===== config.mk =====
export PLATFORM = sky130hd
export DESIGN_NAME = stable_priority_queue
export DESIGN_NICKNAME = d
export VERILOG_FILES = /design/src/hdl/spq_pkg.sv /design/src/hdl/spq_dp.sv /design/src/hdl/spq_ctrl.sv /design/src/hdl/stable_priority_queue.sv
export SDC_FILE = /design/constraint.sdc
export NUM_CORES = 1
export LEC_CHECK = 0
export ABC_AREA = 1
export BUFFER_PORTS_ARGS = -buffer_cell sky130_fd_sc_hd__buf_2
export CORE_ASPECT_RATIO = 0.8
export CORE_MARGIN = 2
export CORE_UTILIZATION = 46
export CTS_CLUSTER_SIZE = 12
export DETAILED_ROUTE_END_ITERATION = 8
export SLEW_MARGIN = 0
export SYNTH_ARGS = -nofsm -noshare
export SYNTH_HDL_FRONTEND = slang
export SYNTH_SLANG_ARGS = --single-unit

===== constraint.sdc =====
create_clock -name clk -period 25.3 [get_ports clk]
set_clock_uncertainty 0.15 [all_clocks]
set_input_delay 2.53 -clock clk [delete_from_list [all_inputs] [get_ports clk]]
set_output_delay 2.53 -clock clk [all_outputs]
set_load 0.05 [all_outputs]

===== src/hdl/spq_pkg.sv =====
// Shared types, constants and helpers for the stable priority queue.
// Used by spq_ctrl, spq_dp and stable_priority_queue; depends on nothing.
package spq_pkg;

    localparam int DEPTH  = 16;
    localparam int IDX_W  = $clog2(DEPTH);
    localparam int CNT_W  = $clog2(DEPTH + 1);
    localparam int TAG_W  = 64;
    localparam int CODE_W = 3;
    localparam int ENT_W  = TAG_W + CODE_W;

    // request payload: name_tag, state_code (mode travels in tuser)
    localparam int IN_W   = 72;
    // result payload: status, found, removed_tag, removed_state, entry_count
    localparam int OUT_W  = 80;

    typedef enum logic [1:0] {
        MODE_INSERT = 2'd0,
        MODE_REMOVE = 2'd1,
        MODE_SEARCH = 2'd2,
        MODE_NOP    = 2'd3
    } mode_t;

    typedef enum logic [1:0] {
        ST_OK    = 2'd0,
        ST_EMPTY = 2'd1,
        ST_FULL  = 2'd2
    } status_t;

    typedef enum logic [3:0] {
        OP_NONE,
        OP_CAPTURE,
        OP_INS_FIRST,
        OP_INS_SHIFT,
        OP_INS_PLACE,
        OP_HEAD_READ,
        OP_REM_POP,
        OP_SRCH_NEXT,
        OP_SRCH_HIT,
        OP_SET_FULL,
        OP_SET_EMPTY,
        OP_COMMIT
    } dp_op_t;

    typedef struct packed {
        mode_t mode;
        logic  cnt_zero;
        logic  full;
        logic  ins_stop;
        logic  idx_one;
        logic  hit;
        logic  srch_last;
        logic  out_free;
    } dp_status_t;

    function automatic logic [1:0] prio_of(input logic [CODE_W-1:0] code);
        logic [1:0] p;
        case (code)
            3'd1:    p = 2'd3;
            3'd2:    p = 2'd2;
            3'd3:    p = 2'd1;
            default: p = 2'd0;
        endcase
        return p;
    endfunction

endpackage


===== src/hdl/spq_dp.sv =====
// Datapath of the stable priority queue: entry memory (circular, head pointer),
// walk index, request capture and result register. Depends on spq_pkg.
module spq_dp (
    input  logic                      clk,
    input  logic                      rst_n,
    input  spq_pkg::dp_op_t           op,
    input  logic [1:0]                req_mode,
    input  logic [spq_pkg::IN_W-1:0]  req_data,
    output spq_pkg::dp_status_t       stat,
    output logic                      res_valid,
    input  logic                      res_ready,
    output logic [spq_pkg::OUT_W-1:0] res_data
);
    import spq_pkg::*;

    logic [ENT_W-1:0]  mem [DEPTH];
    logic [ENT_W-1:0]  rd_data_reg;

    logic [IDX_W-1:0]  head_reg, head_next;
    logic [CNT_W-1:0]  cnt_reg, cnt_next;
    logic [IDX_W-1:0]  idx_reg, idx_next;
    logic              res_valid_reg, res_valid_next;

    mode_t             mode_reg;
    logic [TAG_W-1:0]  tag_reg;
    logic [CODE_W-1:0] code_reg;
    status_t           rstat_reg;
    logic              found_reg;
    logic [TAG_W-1:0]  rtag_reg;
    logic [CODE_W-1:0] rcode_reg;
    logic [OUT_W-1:0]  out_reg;

    logic              rd_en, wr_en;
    logic [IDX_W-1:0]  rd_log, wr_log;
    logic [ENT_W-1:0]  wr_data;
    logic [CNT_W-1:0]  idx_ext;
    logic [CNT_W+4:0]  cnt_wide;

    // logical position from head to physical slot
    function automatic logic [IDX_W-1:0] phys(input logic [IDX_W-1:0] h,
                                              input logic [IDX_W-1:0] k);
        logic [IDX_W:0] s;
        s = {1'b0, h} + {1'b0, k};
        if (s >= (IDX_W+1)'(DEPTH))
            s = s - (IDX_W+1)'(DEPTH);
        return s[IDX_W-1:0];
    endfunction

    assign idx_ext  = CNT_W'(idx_reg);
    assign cnt_wide = {5'd0, cnt_reg};

    always_comb
    begin
        rd_en     = 1'b0;
        wr_en     = 1'b0;
        rd_log    = idx_reg;
        wr_log    = idx_reg;
        wr_data   = {code_reg, tag_reg};
        head_next = head_reg;
        cnt_next  = cnt_reg;
        idx_next  = idx_reg;
        case (op)
            OP_CAPTURE:
            begin
                idx_next = '0;
            end
            OP_INS_FIRST:
            begin
                rd_en    = 1'b1;
                rd_log   = IDX_W'(cnt_reg - 1'b1);
                idx_next = IDX_W'(cnt_reg);
            end
            OP_INS_SHIFT:
            begin
                // move the lower-priority entry one place towards the tail
                wr_en    = 1'b1;
                wr_data  = rd_data_reg;
                rd_en    = (idx_reg != IDX_W'(1));
                rd_log   = idx_reg - IDX_W'(2);
                idx_next = idx_reg - 1'b1;
            end
            OP_INS_PLACE:
            begin
                wr_en    = 1'b1;
                cnt_next = cnt_reg + 1'b1;
            end
            OP_HEAD_READ:
            begin
                rd_en    = 1'b1;
                rd_log   = '0;
                idx_next = '0;
            end
            OP_REM_POP:
            begin
                head_next = (head_reg == IDX_W'(DEPTH - 1)) ? '0 : head_reg + 1'b1;
                cnt_next  = cnt_reg - 1'b1;
            end
            OP_SRCH_NEXT:
            begin
                rd_en    = 1'b1;
                rd_log   = idx_reg + 1'b1;
                idx_next = idx_reg + 1'b1;
            end
            default:
            begin
            end
        endcase
    end

    always_comb
    begin
        res_valid_next = res_valid_reg;
        if (res_ready)
            res_valid_next = 1'b0;
        if (op == OP_COMMIT)
            res_valid_next = 1'b1;
    end

    always_ff @(posedge clk)
    begin
        if (wr_en)
            mem[phys(head_reg, wr_log)] <= wr_data;
        if (rd_en)
            rd_data_reg <= mem[phys(head_reg, rd_log)];
    end

    always_ff @(posedge clk or negedge rst_n)
    begin
        if (!rst_n)
        begin
            head_reg      <= '0;
            cnt_reg       <= '0;
            idx_reg       <= '0;
            res_valid_reg <= 1'b0;
        end
        else
        begin
            head_reg      <= head_next;
            cnt_reg       <= cnt_next;
            idx_reg       <= idx_next;
            res_valid_reg <= res_valid_next;
        end
    end

    always_ff @(posedge clk)
    begin
        case (op)
            OP_CAPTURE:
            begin
                mode_reg  <= mode_t'(req_mode);
                tag_reg   <= req_data[TAG_W-1:0];
                code_reg  <= req_data[TAG_W +: CODE_W];
                rstat_reg <= ST_OK;
                found_reg <= 1'b0;
                rtag_reg  <= '0;
                rcode_reg <= '0;
            end
            OP_REM_POP:
            begin
                rtag_reg  <= rd_data_reg[TAG_W-1:0];
                rcode_reg <= rd_data_reg[TAG_W +: CODE_W];
            end
            OP_SRCH_HIT:  found_reg <= 1'b1;
            OP_SET_FULL:  rstat_reg <= ST_FULL;
            OP_SET_EMPTY: rstat_reg <= ST_EMPTY;
            OP_COMMIT:
                out_reg <= {5'd0, cnt_wide[4:0], rcode_reg, rtag_reg, found_reg, rstat_reg};
            default:
            begin
            end
        endcase
    end

    always_comb
    begin
        stat.mode      = mode_reg;
        stat.cnt_zero  = (cnt_reg == '0);
        stat.full      = (cnt_reg == CNT_W'(DEPTH));
        stat.ins_stop  = (prio_of(rd_data_reg[TAG_W +: CODE_W]) >= prio_of(code_reg));
        stat.idx_one   = (idx_reg == IDX_W'(1));
        stat.hit       = (rd_data_reg[TAG_W-1:0] == tag_reg);
        stat.srch_last = (idx_ext + 1'b1 == cnt_reg);
        stat.out_free  = !res_valid_reg || res_ready;
    end

    assign res_valid = res_valid_reg;
    assign res_data  = out_reg;

endmodule


===== src/hdl/spq_ctrl.sv =====
// Controller of the stable priority queue: sequences one request at a time
// by issuing datapath operations. Depends on spq_pkg.
module spq_ctrl (
    input  logic                clk,
    input  logic                rst_n,
    input  logic                req_valid,
    output logic                req_ready,
    input  spq_pkg::dp_status_t stat,
    output spq_pkg::dp_op_t     op
);
    import spq_pkg::*;

    typedef enum logic [2:0] {
        S_IDLE,
        S_DECIDE,
        S_WALK,
        S_PLACE,
        S_REM,
        S_SRCH,
        S_RESULT
    } state_t;

    state_t state_reg, state_next;

    always_comb
    begin
        state_next = state_reg;
        op         = OP_NONE;
        case (state_reg)
            S_IDLE:
            begin
                if (req_valid)
                begin
                    op         = OP_CAPTURE;
                    state_next = S_DECIDE;
                end
            end
            S_DECIDE:
            begin
                case (stat.mode)
                    MODE_INSERT:
                    begin
                        if (stat.full)
                        begin
                            op         = OP_SET_FULL;
                            state_next = S_RESULT;
                        end
                        else if (stat.cnt_zero)
                            state_next = S_PLACE;
                        else
                        begin
                            op         = OP_INS_FIRST;
                            state_next = S_WALK;
                        end
                    end
                    MODE_REMOVE, MODE_SEARCH:
                    begin
                        if (stat.cnt_zero)
                        begin
                            op         = OP_SET_EMPTY;
                            state_next = S_RESULT;
                        end
                        else
                        begin
                            op         = OP_HEAD_READ;
                            state_next = (stat.mode == MODE_REMOVE) ? S_REM : S_SRCH;
                        end
                    end
                    default:
                        state_next = S_RESULT;
                endcase
            end
            S_WALK:
            begin
                // walk back from the tail until an entry of equal or higher priority, or the head
                if (stat.ins_stop)
                begin
                    op         = OP_INS_PLACE;
                    state_next = S_RESULT;
                end
                else
                begin
                    op         = OP_INS_SHIFT;
                    state_next = stat.idx_one ? S_PLACE : S_WALK;
                end
            end
            S_PLACE:
            begin
                op         = OP_INS_PLACE;
                state_next = S_RESULT;
            end
            S_REM:
            begin
                op         = OP_REM_POP;
                state_next = S_RESULT;
            end
            S_SRCH:
            begin
                if (stat.hit)
                begin
                    op         = OP_SRCH_HIT;
                    state_next = S_RESULT;
                end
                else if (stat.srch_last)
                    state_next = S_RESULT;
                else
                    op = OP_SRCH_NEXT;
            end
            S_RESULT:
            begin
                // hold until the result register is free
                if (stat.out_free)
                begin
                    op         = OP_COMMIT;
                    state_next = S_IDLE;
                end
            end
            default:
                state_next = S_IDLE;
        endcase
    end

    always_ff @(posedge clk or negedge rst_n)
    begin
        if (!rst_n)
            state_reg <= S_IDLE;
        else
            state_reg <= state_next;
    end

    assign req_ready = (state_reg == S_IDLE);

endmodule


===== src/hdl/stable_priority_queue.sv =====
// Stable priority queue of up to DEPTH tagged entries.
// Usage:
//   Requests arrive on s_tvalid/s_tready; s_tuser carries the mode (insert,
//   remove head, search by tag or no-op), s_tdata the name tag and state code.
//   Each request gives exactly one result on m_tvalid/m_tready with status,
//   found flag, removed entry and the entry count after the operation.
// Timing:
//   One request is worked at a time. A no-op, a refused insert or an
//   empty-queue answer goes straight to the result; a remove reads the
//   head entry and pops it; a search compares entries from the head until a
//   hit or the last entry; an insert moves lower-priority entries one place
//   towards the tail and then places the new entry. The entry memory is
//   walked one entry per cycle. The next request is taken once the result is registered.
// Reset:
//   rst_n clears the count, head pointer and all handshake state; entry
//   storage is not cleared and is only read below the count.
// Stalls:
//   The result register holds while m_tready is low; the next request is
//   still accepted, and its result waits until the register is taken.
// Depends on spq_pkg, spq_ctrl and spq_dp.
module stable_priority_queue (
    input  logic                      clk,
    input  logic                      rst_n,
    input  logic                      s_tvalid,
    output logic                      s_tready,
    input  logic [spq_pkg::IN_W-1:0]  s_tdata,  // name_tag[63:0], state_code[66:64]
    input  logic [1:0]                s_tuser,  // mode[1:0]
    output logic                      m_tvalid,
    input  logic                      m_tready,
    output logic [spq_pkg::OUT_W-1:0] m_tdata   // status[1:0], found[2], removed_tag[66:3],
                                                // removed_state[69:67], entry_count[74:70]
);
    import spq_pkg::*;

    dp_op_t     op;
    dp_status_t stat;

    spq_ctrl u_ctrl (
        .clk       (clk),
        .rst_n     (rst_n),
        .req_valid (s_tvalid),
        .req_ready (s_tready),
        .stat      (stat),
        .op        (op)
    );

    spq_dp u_dp (
        .clk       (clk),
        .rst_n     (rst_n),
        .op        (op),
        .req_mode  (s_tuser),
        .req_data  (s_tdata),
        .stat      (stat),
        .res_valid (m_tvalid),
        .res_ready (m_tready),
        .res_data  (m_tdata)
    );

endmodule


==> results of run 1 <==
layout make-up:
class                      count  area share (%)
tap                         1552            3.14
sequential                  1370            66.5
clock inverter                41           0.555
clock buffer                 182            6.06
multi-input combinational   2490            20.1
inverter                     167            1.05
timing repair buffer         262            2.66
cell families after synthesis:
group,synth area share (%)
AOI/OAI and AO/OA,9.98
xor gates and xnor gates,0.446
adders and majority gates,0.551
buffers and inverters,3.21
DFF,74.7
other,0.00682
and+or+nand+nor,11.1
worst register-to-register path, delay by kind of cell, from the launching register on:
family / cells / cell delay (ps)
and+or+nand+nor: 9 / 1960
buffers and inverters: 5 / 2800
adders and majority gates: 2 / 1090
DFF: 1 / 440
AOI/OAI and AO/OA: 6 / 1110
path summary, 6_finish.rpt:
kind                              startpoint                    to  slack [ps]  cells after the start
max                                 m_tready  u_dp.rd_data_reg[17]       16920                     19
min                        u_dp.rtag_reg[15]     u_dp.res_data[18]         260                      0
max reg2reg                 u_dp.code_reg[1]  u_dp.rd_data_reg[17]       17620                     22
min reg2reg                u_dp.rtag_reg[15]     u_dp.res_data[18]         260                      0
max in group asynchronous              rst_n       u_dp.idx_reg[3]       23110                      1
min in group asynchronous              rst_n       u_dp.cnt_reg[4]        1570                      1
per-stage QoR:
stage / hold WS (ps) / instance area [um2] / cells / setup slack, ps / utilization (%)
floorplan: 250 / 55000 / 4291 / 14700 / -
global placement: 251 / 57700 / 5841 / 16200 / 48.6
detailed placement: 255 / 57700 / 5841 / 16080 / 48.6
CTS: 267 / 61800 / 6064 / 16890 / 52.1
global route: 271 / 61800 / 6064 / 16290 / 52.1
finish: 264 / 61800 / 6064 / 16920 / 52.1
layer usage:
layer / part of all wire [%] / wire length [um]
met1: 45 / 61300
met4: 2.1 / 2920
met5: 0 / 0
met3: 7.4 / 10200
met2: 46 / 63200
cells in the final DEF, fill, tap and decap left out, drive strengths merged, types with 3 or more instances in the layout:
| cell | instances |
|---|---|
| nand2 | 914 |
| conb | 5 |
| nor2 | 427 |
| xor2 | 23 |
| nand3 | 164 |
| xnor2 | 5 |
| inv | 174 |
| o221ai | 4 |
| ha | 21 |
| buf | 262 |
| clkbuf | 182 |
| o22ai | 137 |
| a32o | 134 |
| o21ai | 490 |
| dfrtp | 17 |
| edfxtp | 1353 |
| nor3 | 3 |
| a31oi | 3 |
| clkinv | 31 |
| a21oi | 147 |
==> key figures, run 1 <==
Detailed routing
  – Iteration-0 DRC Markers: just under 4000
  – # DRC: 0
  – Avg Vias per Cell: approximately 5.6
  – Pre-antenna DRT Iters: 6
  – Vias: 34073
  – Routed Wire Length: 138000 um
  – Wire length per cell: 22.7 um
  – Antenna viol nets, final: 0

Timing
  – Fin. Hold Viols: 0
  – Final Critical Period: 8380 ps
  – Max Freq: between 100 and 150 MHz
  – Slew Limit Fails: 0
  – Period utilization: 33.1%
  – Slew @ Worst Pin: 1210 ps
  – Final TNS setup: 0 ps
  – Worst rel slew slack: 18.5%
  – Final setup viols: 0
  – RSZ-0062 raised after global routing: no

Yosys
  – Area leader, netlist: edfxtp_1
  – Netlist cell types: 41
  – Avg Cell Area, Syn: 12.8 um2
  – Most common cell in the synthesized netlist: edfxtp_1
  – Number of synthesized flops with an enable pin: 1353
  – Synth top area share: 73.9%
  – Synth Register Bits: 1370
  – Synth top cells by count: edfxtp_1 (1353), nand2_1 (905), o21ai_0 (488)
  – Mapped Area: roughly 55000 um2
  – Syn. warnings: 0
  – Synth Instances: 4287
  – Sequential share of the synthesized area: 74.7%
  – Synth area leaders: edfxtp_1 (74%), nand2_1 (6.2%), o21ai_0 (4.4%), nor2_1 (2.9%), a32o_1 (2.4%)
  – Ys flop type: edfxtp_1
  – Asr flop ratio synth: 1.24%

Critical path
  – CP bufs+invs: 6
  – WP data required: 25770 ps
  – Cell repeated most along the worst path: nand2_1
  – Worst-path fanout max: 208
  – Slowest cell on crit path: buf_4
  – Data arrival, critical path: 8850 ps
  – Setup crit start kind: primary input
  – Setup crit end kind: flip-flop
  – Crit-path leading delay family: buffers and inverters
  – WS Path Type: primary input to flip-flop
  – CP cell instances: buf_2 -> o21ai_1 -> inv_4 -> a21oi_1 -> nand2_1 -> inv_1 -> nand3_2 -> nand2_1 -> o221ai_1 -> ha_4 -> buf_12 -> buf_4 -> buf_4 -> o21ai_0 -> o22ai_1 -> nand2_1 -> o21ai_0 -> nand3_1 -> nand2_1
  – CP max stage delay: ~960 ps

Final layout
  – FILL cells: 10016
  – Multi-input gate area: 12400 um2
  – Area Growth Syn to Fin: 12.4%
  – Max FFs per register: about 1100
  – NumNets Final: 4533
  – Share of layout cells above drive strength 1: ~11%
  – Diodes inserted: 0
  – Register area: 41100 um2

Global route
  – Largest net degree at the start of global routing: 226
  – Met3 GRT Util: 3.94%
  – GR Layer Usage met2: 35.3%
  – Vias in the first global route: between 30000 and 40000
  – Met1 track demand over resource: around a third
  – Busiest grt layer: met2
  – First-pass GRT wire length: ~200000 um
  – Initial antenna violation count: 1
  – Total gr overflow: 0
  – Gr usage total: 22.4%

Floorplanning
  – IO Count: 160
  – Row Count: 113
  – Chip height: 313 um
  – Die X: 390 um
  – Starting Density: 46.3%
  – Core outline area: around 120000 um2
  – Die ar.: about 120000 um2

Clocking
  – TritonCTS clock tree: built
  – Clk Tree Root Cell: clkbuf_16
  – Setup repair bufs after CTS: 0
  – Num Clock Sinks: ~1400
  – CTS buffer count: 141
  – Clock Latency Late Sink: 760 ps
  – CTS Hold Bufs: 0
  – # H-tree levels: 4
  – CTS Buffer Depth: 3
  – Post-CTS sizing: 0
  – Clk pin slew, worst setup/hold paths: ~60 ps

Outcome
  – Status: finished clean

Min path
  – Hold crit path type: flip-flop to flip-flop

Place
  – Port Buffer Count: 149
  – GPL Wtd Cong: 0.784
  – DP HPWL: 66000 um

Job
  – MaxCap Viol Count: 0
Power of run 1 is not shown: default switching activity piles up to over one toggle a cycle in this logic, so the estimate is an artifact.
==> run 2, diff against run 1 <==
==> constraint.sdc (replaced) <==
create_clock -name clk -period 8.6 [get_ports clk]
set_clock_uncertainty 0.15 [all_clocks]
set_input_delay 0.86 -clock clk [delete_from_list [all_inputs] [get_ports clk]]
set_output_delay 0.86 -clock clk [all_outputs]
set_load 0.05 [all_outputs]
==> run 2 against run 1 <==
Compared with the run above:
- first-iteration DRC count decreased by 4.8%
- global-route usage up 0.096 points
- sequential cell count unchanged
- final area grew 0.33%
==> key figures, run 2 (synthesis results as in run 1) <==
Critical path
  – Setup crit end kind: flip-flop
  – WP data required: 8940 ps
  – CP max stage delay: 760 ps
  – CP bufs+invs: 3
  – Cell repeated most along the worst path: nand2_1
  – Worst-path fanout max: 35
  – Crit-path leading delay family: simple AND/OR/NAND/NOR gates
  – WS Path Type: flip-flop to flip-flop
  – End of the worst register-to-register path: u_dp.rd_data_reg[65]
  – CP cell instances: inv_1 -> nand2_1 -> ha_1 -> o21ai_0 -> nand3_4 -> nand2_1 -> a21oi_2 -> nand4_1 -> inv_2 -> nand2_2 -> nand2_1 -> nor2_1 -> nor2_1 -> a22oi_1 -> ha_1 -> a21oi_1 -> nand2_1 -> xor2_1 -> nand3_4 -> buf_4 -> nand3_1 -> nand2_1
  – Data arrival, critical path: 6750 ps
  – FF-to-FF Start: u_dp.rd_data_reg[66]
  – R2R Setup Slk: 2180 ps
  – Reg2Reg Depth: 22
  – Slowest cell on crit path: nand3_4
  – Setup crit start kind: flip-flop
  – Worst Setup SP: u_dp.rd_data_reg[66]

Timing
  – Final TNS setup: 0 ps
  – Final setup viols: 0
  – Period utilization: 74.6%
  – Slew @ Worst Pin: 1240 ps
  – Fin. Hold Viols: 0
  – Slew Limit Fails: 0
  – Max Freq: 156 MHz
  – RSZ-0062 raised after global routing: no
  – Final Critical Period: 6420 ps
  – Worst rel slew slack: approximately 16%

Floorplanning
  – Starting Density: 46.3%
  – IO Count: 160
  – Chip height: 313 um
  – Row Count: 113
  – Core outline area: 119000 um2
  – Die ar.: 122000 um2
  – Die X: 390 um

Clocking
  – CTS buffer count: 140
  – # H-tree levels: 4
  – TritonCTS clock tree: built
  – Post-CTS sizing: 0
  – Num Clock Sinks: 1370
  – Clk pin slew, worst setup/hold paths: 60 ps
  – Clk Tree Root Cell: clkbuf_16
  – CTS Buffer Depth: 3
  – Clock Latency Late Sink: 780 ps

Global route
  – Vias in the first global route: around 32000
  – Initial antenna violation count: 1
  – First-pass GRT wire length: around 200000 um
  – Largest net degree at the start of global routing: 186
  – Total gr overflow: 0
  – Gr usage total: 22.5%

Place
  – Port Buffer Count: 149
  – GPL Wtd Cong: 0.790
  – DP HPWL: approximately 70000 um
  – Dpl cells: 5848

Detailed routing
  – Avg Vias per Cell: 5.62
  – Iteration-0 DRC Markers: 3690
  – Wire length per cell: 22.8 um
  – # DRC: 0
  – Vias: 34110
  – Antenna viol nets, final: 0
  – Routed Wire Length: 138000 um
  – Pre-antenna DRT Iters: 6

Final layout
  – Commonest cells after routing, fill and taps aside: edfxtp_1 (1353), nand2_1 (904), o21ai_0 (476)
  – Share of layout cells above drive strength 1: 11.3%
  – NumNets Final: 4540
  – Most common cell after layout, fill and taps aside: edfxtp_1
  – Diodes inserted: 0
  – Final Non-Filler Cells: 6067
  – Area Growth Syn to Fin: 12.8%
  – Max FFs per register: 1072

Min path
  – Hold path endpoint: u_dp.tag_reg[49]
  – Hold crit path type: primary input to flip-flop
  – Hold Path Cell Cnt: 1
  – Hold_sp: s_tdata[49]

Outcome
  – Status: finished clean

Job
  – MaxCap Viol Count: 0
run 2: cell types whose count changed in the layout (fill, tap and decap cells not counted), moves of 2 or more:
| cell | previous run | this run |
|---|---|---|
| buf_4 | 109 | 102 |
| clkinv_1 | 17 | 20 |
| o21ai_0 | 479 | 476 |
| buf_12 | 4 | 18 |
| clkinv_16 | 0 | 2 |
| clkbuf_1 | 38 | 33 |
| o21ai_1 | 11 | 14 |
| inv_16 | 3 | 0 |
run 2: metal layers:
layer	share of wire (%)	track usage, %	vias to the layer above
li1	-	-	15796
met1	44	32.7	16902
met2	46	35.2	1215
met3	7.4	3.38	197
met4	2.2	6.59	0
met5	0	0	-
run 2: how the worst max path moves through the flow:
stage	slack [ps]	cells past startpoint	end
global placement	2380	24	u_dp.rd_data_reg[46]
finish	2180	22	u_dp.rd_data_reg[65]
detailed placement	2220	22	u_dp.rd_data_reg[46]
global route	1950	24	u_dp.rd_data_reg[65]
CTS	2200	22	u_dp.rd_data_reg[46]
floorplan	1070	10	u_dp.rd_data_reg[0]
run 2: per-stage QoR:
step / hold WS [ps] / util, % / instance area [um2] / setup WS [ps]
global route: 91.4 / 52.2 / 62000 / 1950
global placement: 251 / 48.8 / 57900 / 2380
finish: 115 / 52.2 / 62000 / 2180
floorplan: 250 / - / 55000 / 1070
detailed placement: 255 / 48.8 / 57900 / 2220
CTS: 67.1 / 52.2 / 62000 / 2200
run 2: cell type report:
type,count,area [um2]
Inverter,167,647
Fill cell,9924,56700
Clock buffer,176,3700
Clock inverter,42,354
Tap cell,1552,1940
Multi-Input combinational cell,2490,12400
Sequential cell,1370,41100
Timing Repair Buffer,270,1880
run 2: repair_timing:
action / 4_1_cts / 5_1_grt
hold buffers: 1 / 0
endpoints found under the hold margin: 17 / 0
setup endpoints to repair: 0 / 0
setup buffers: 0 / 0
Power of run 2 is left out for the same reason.
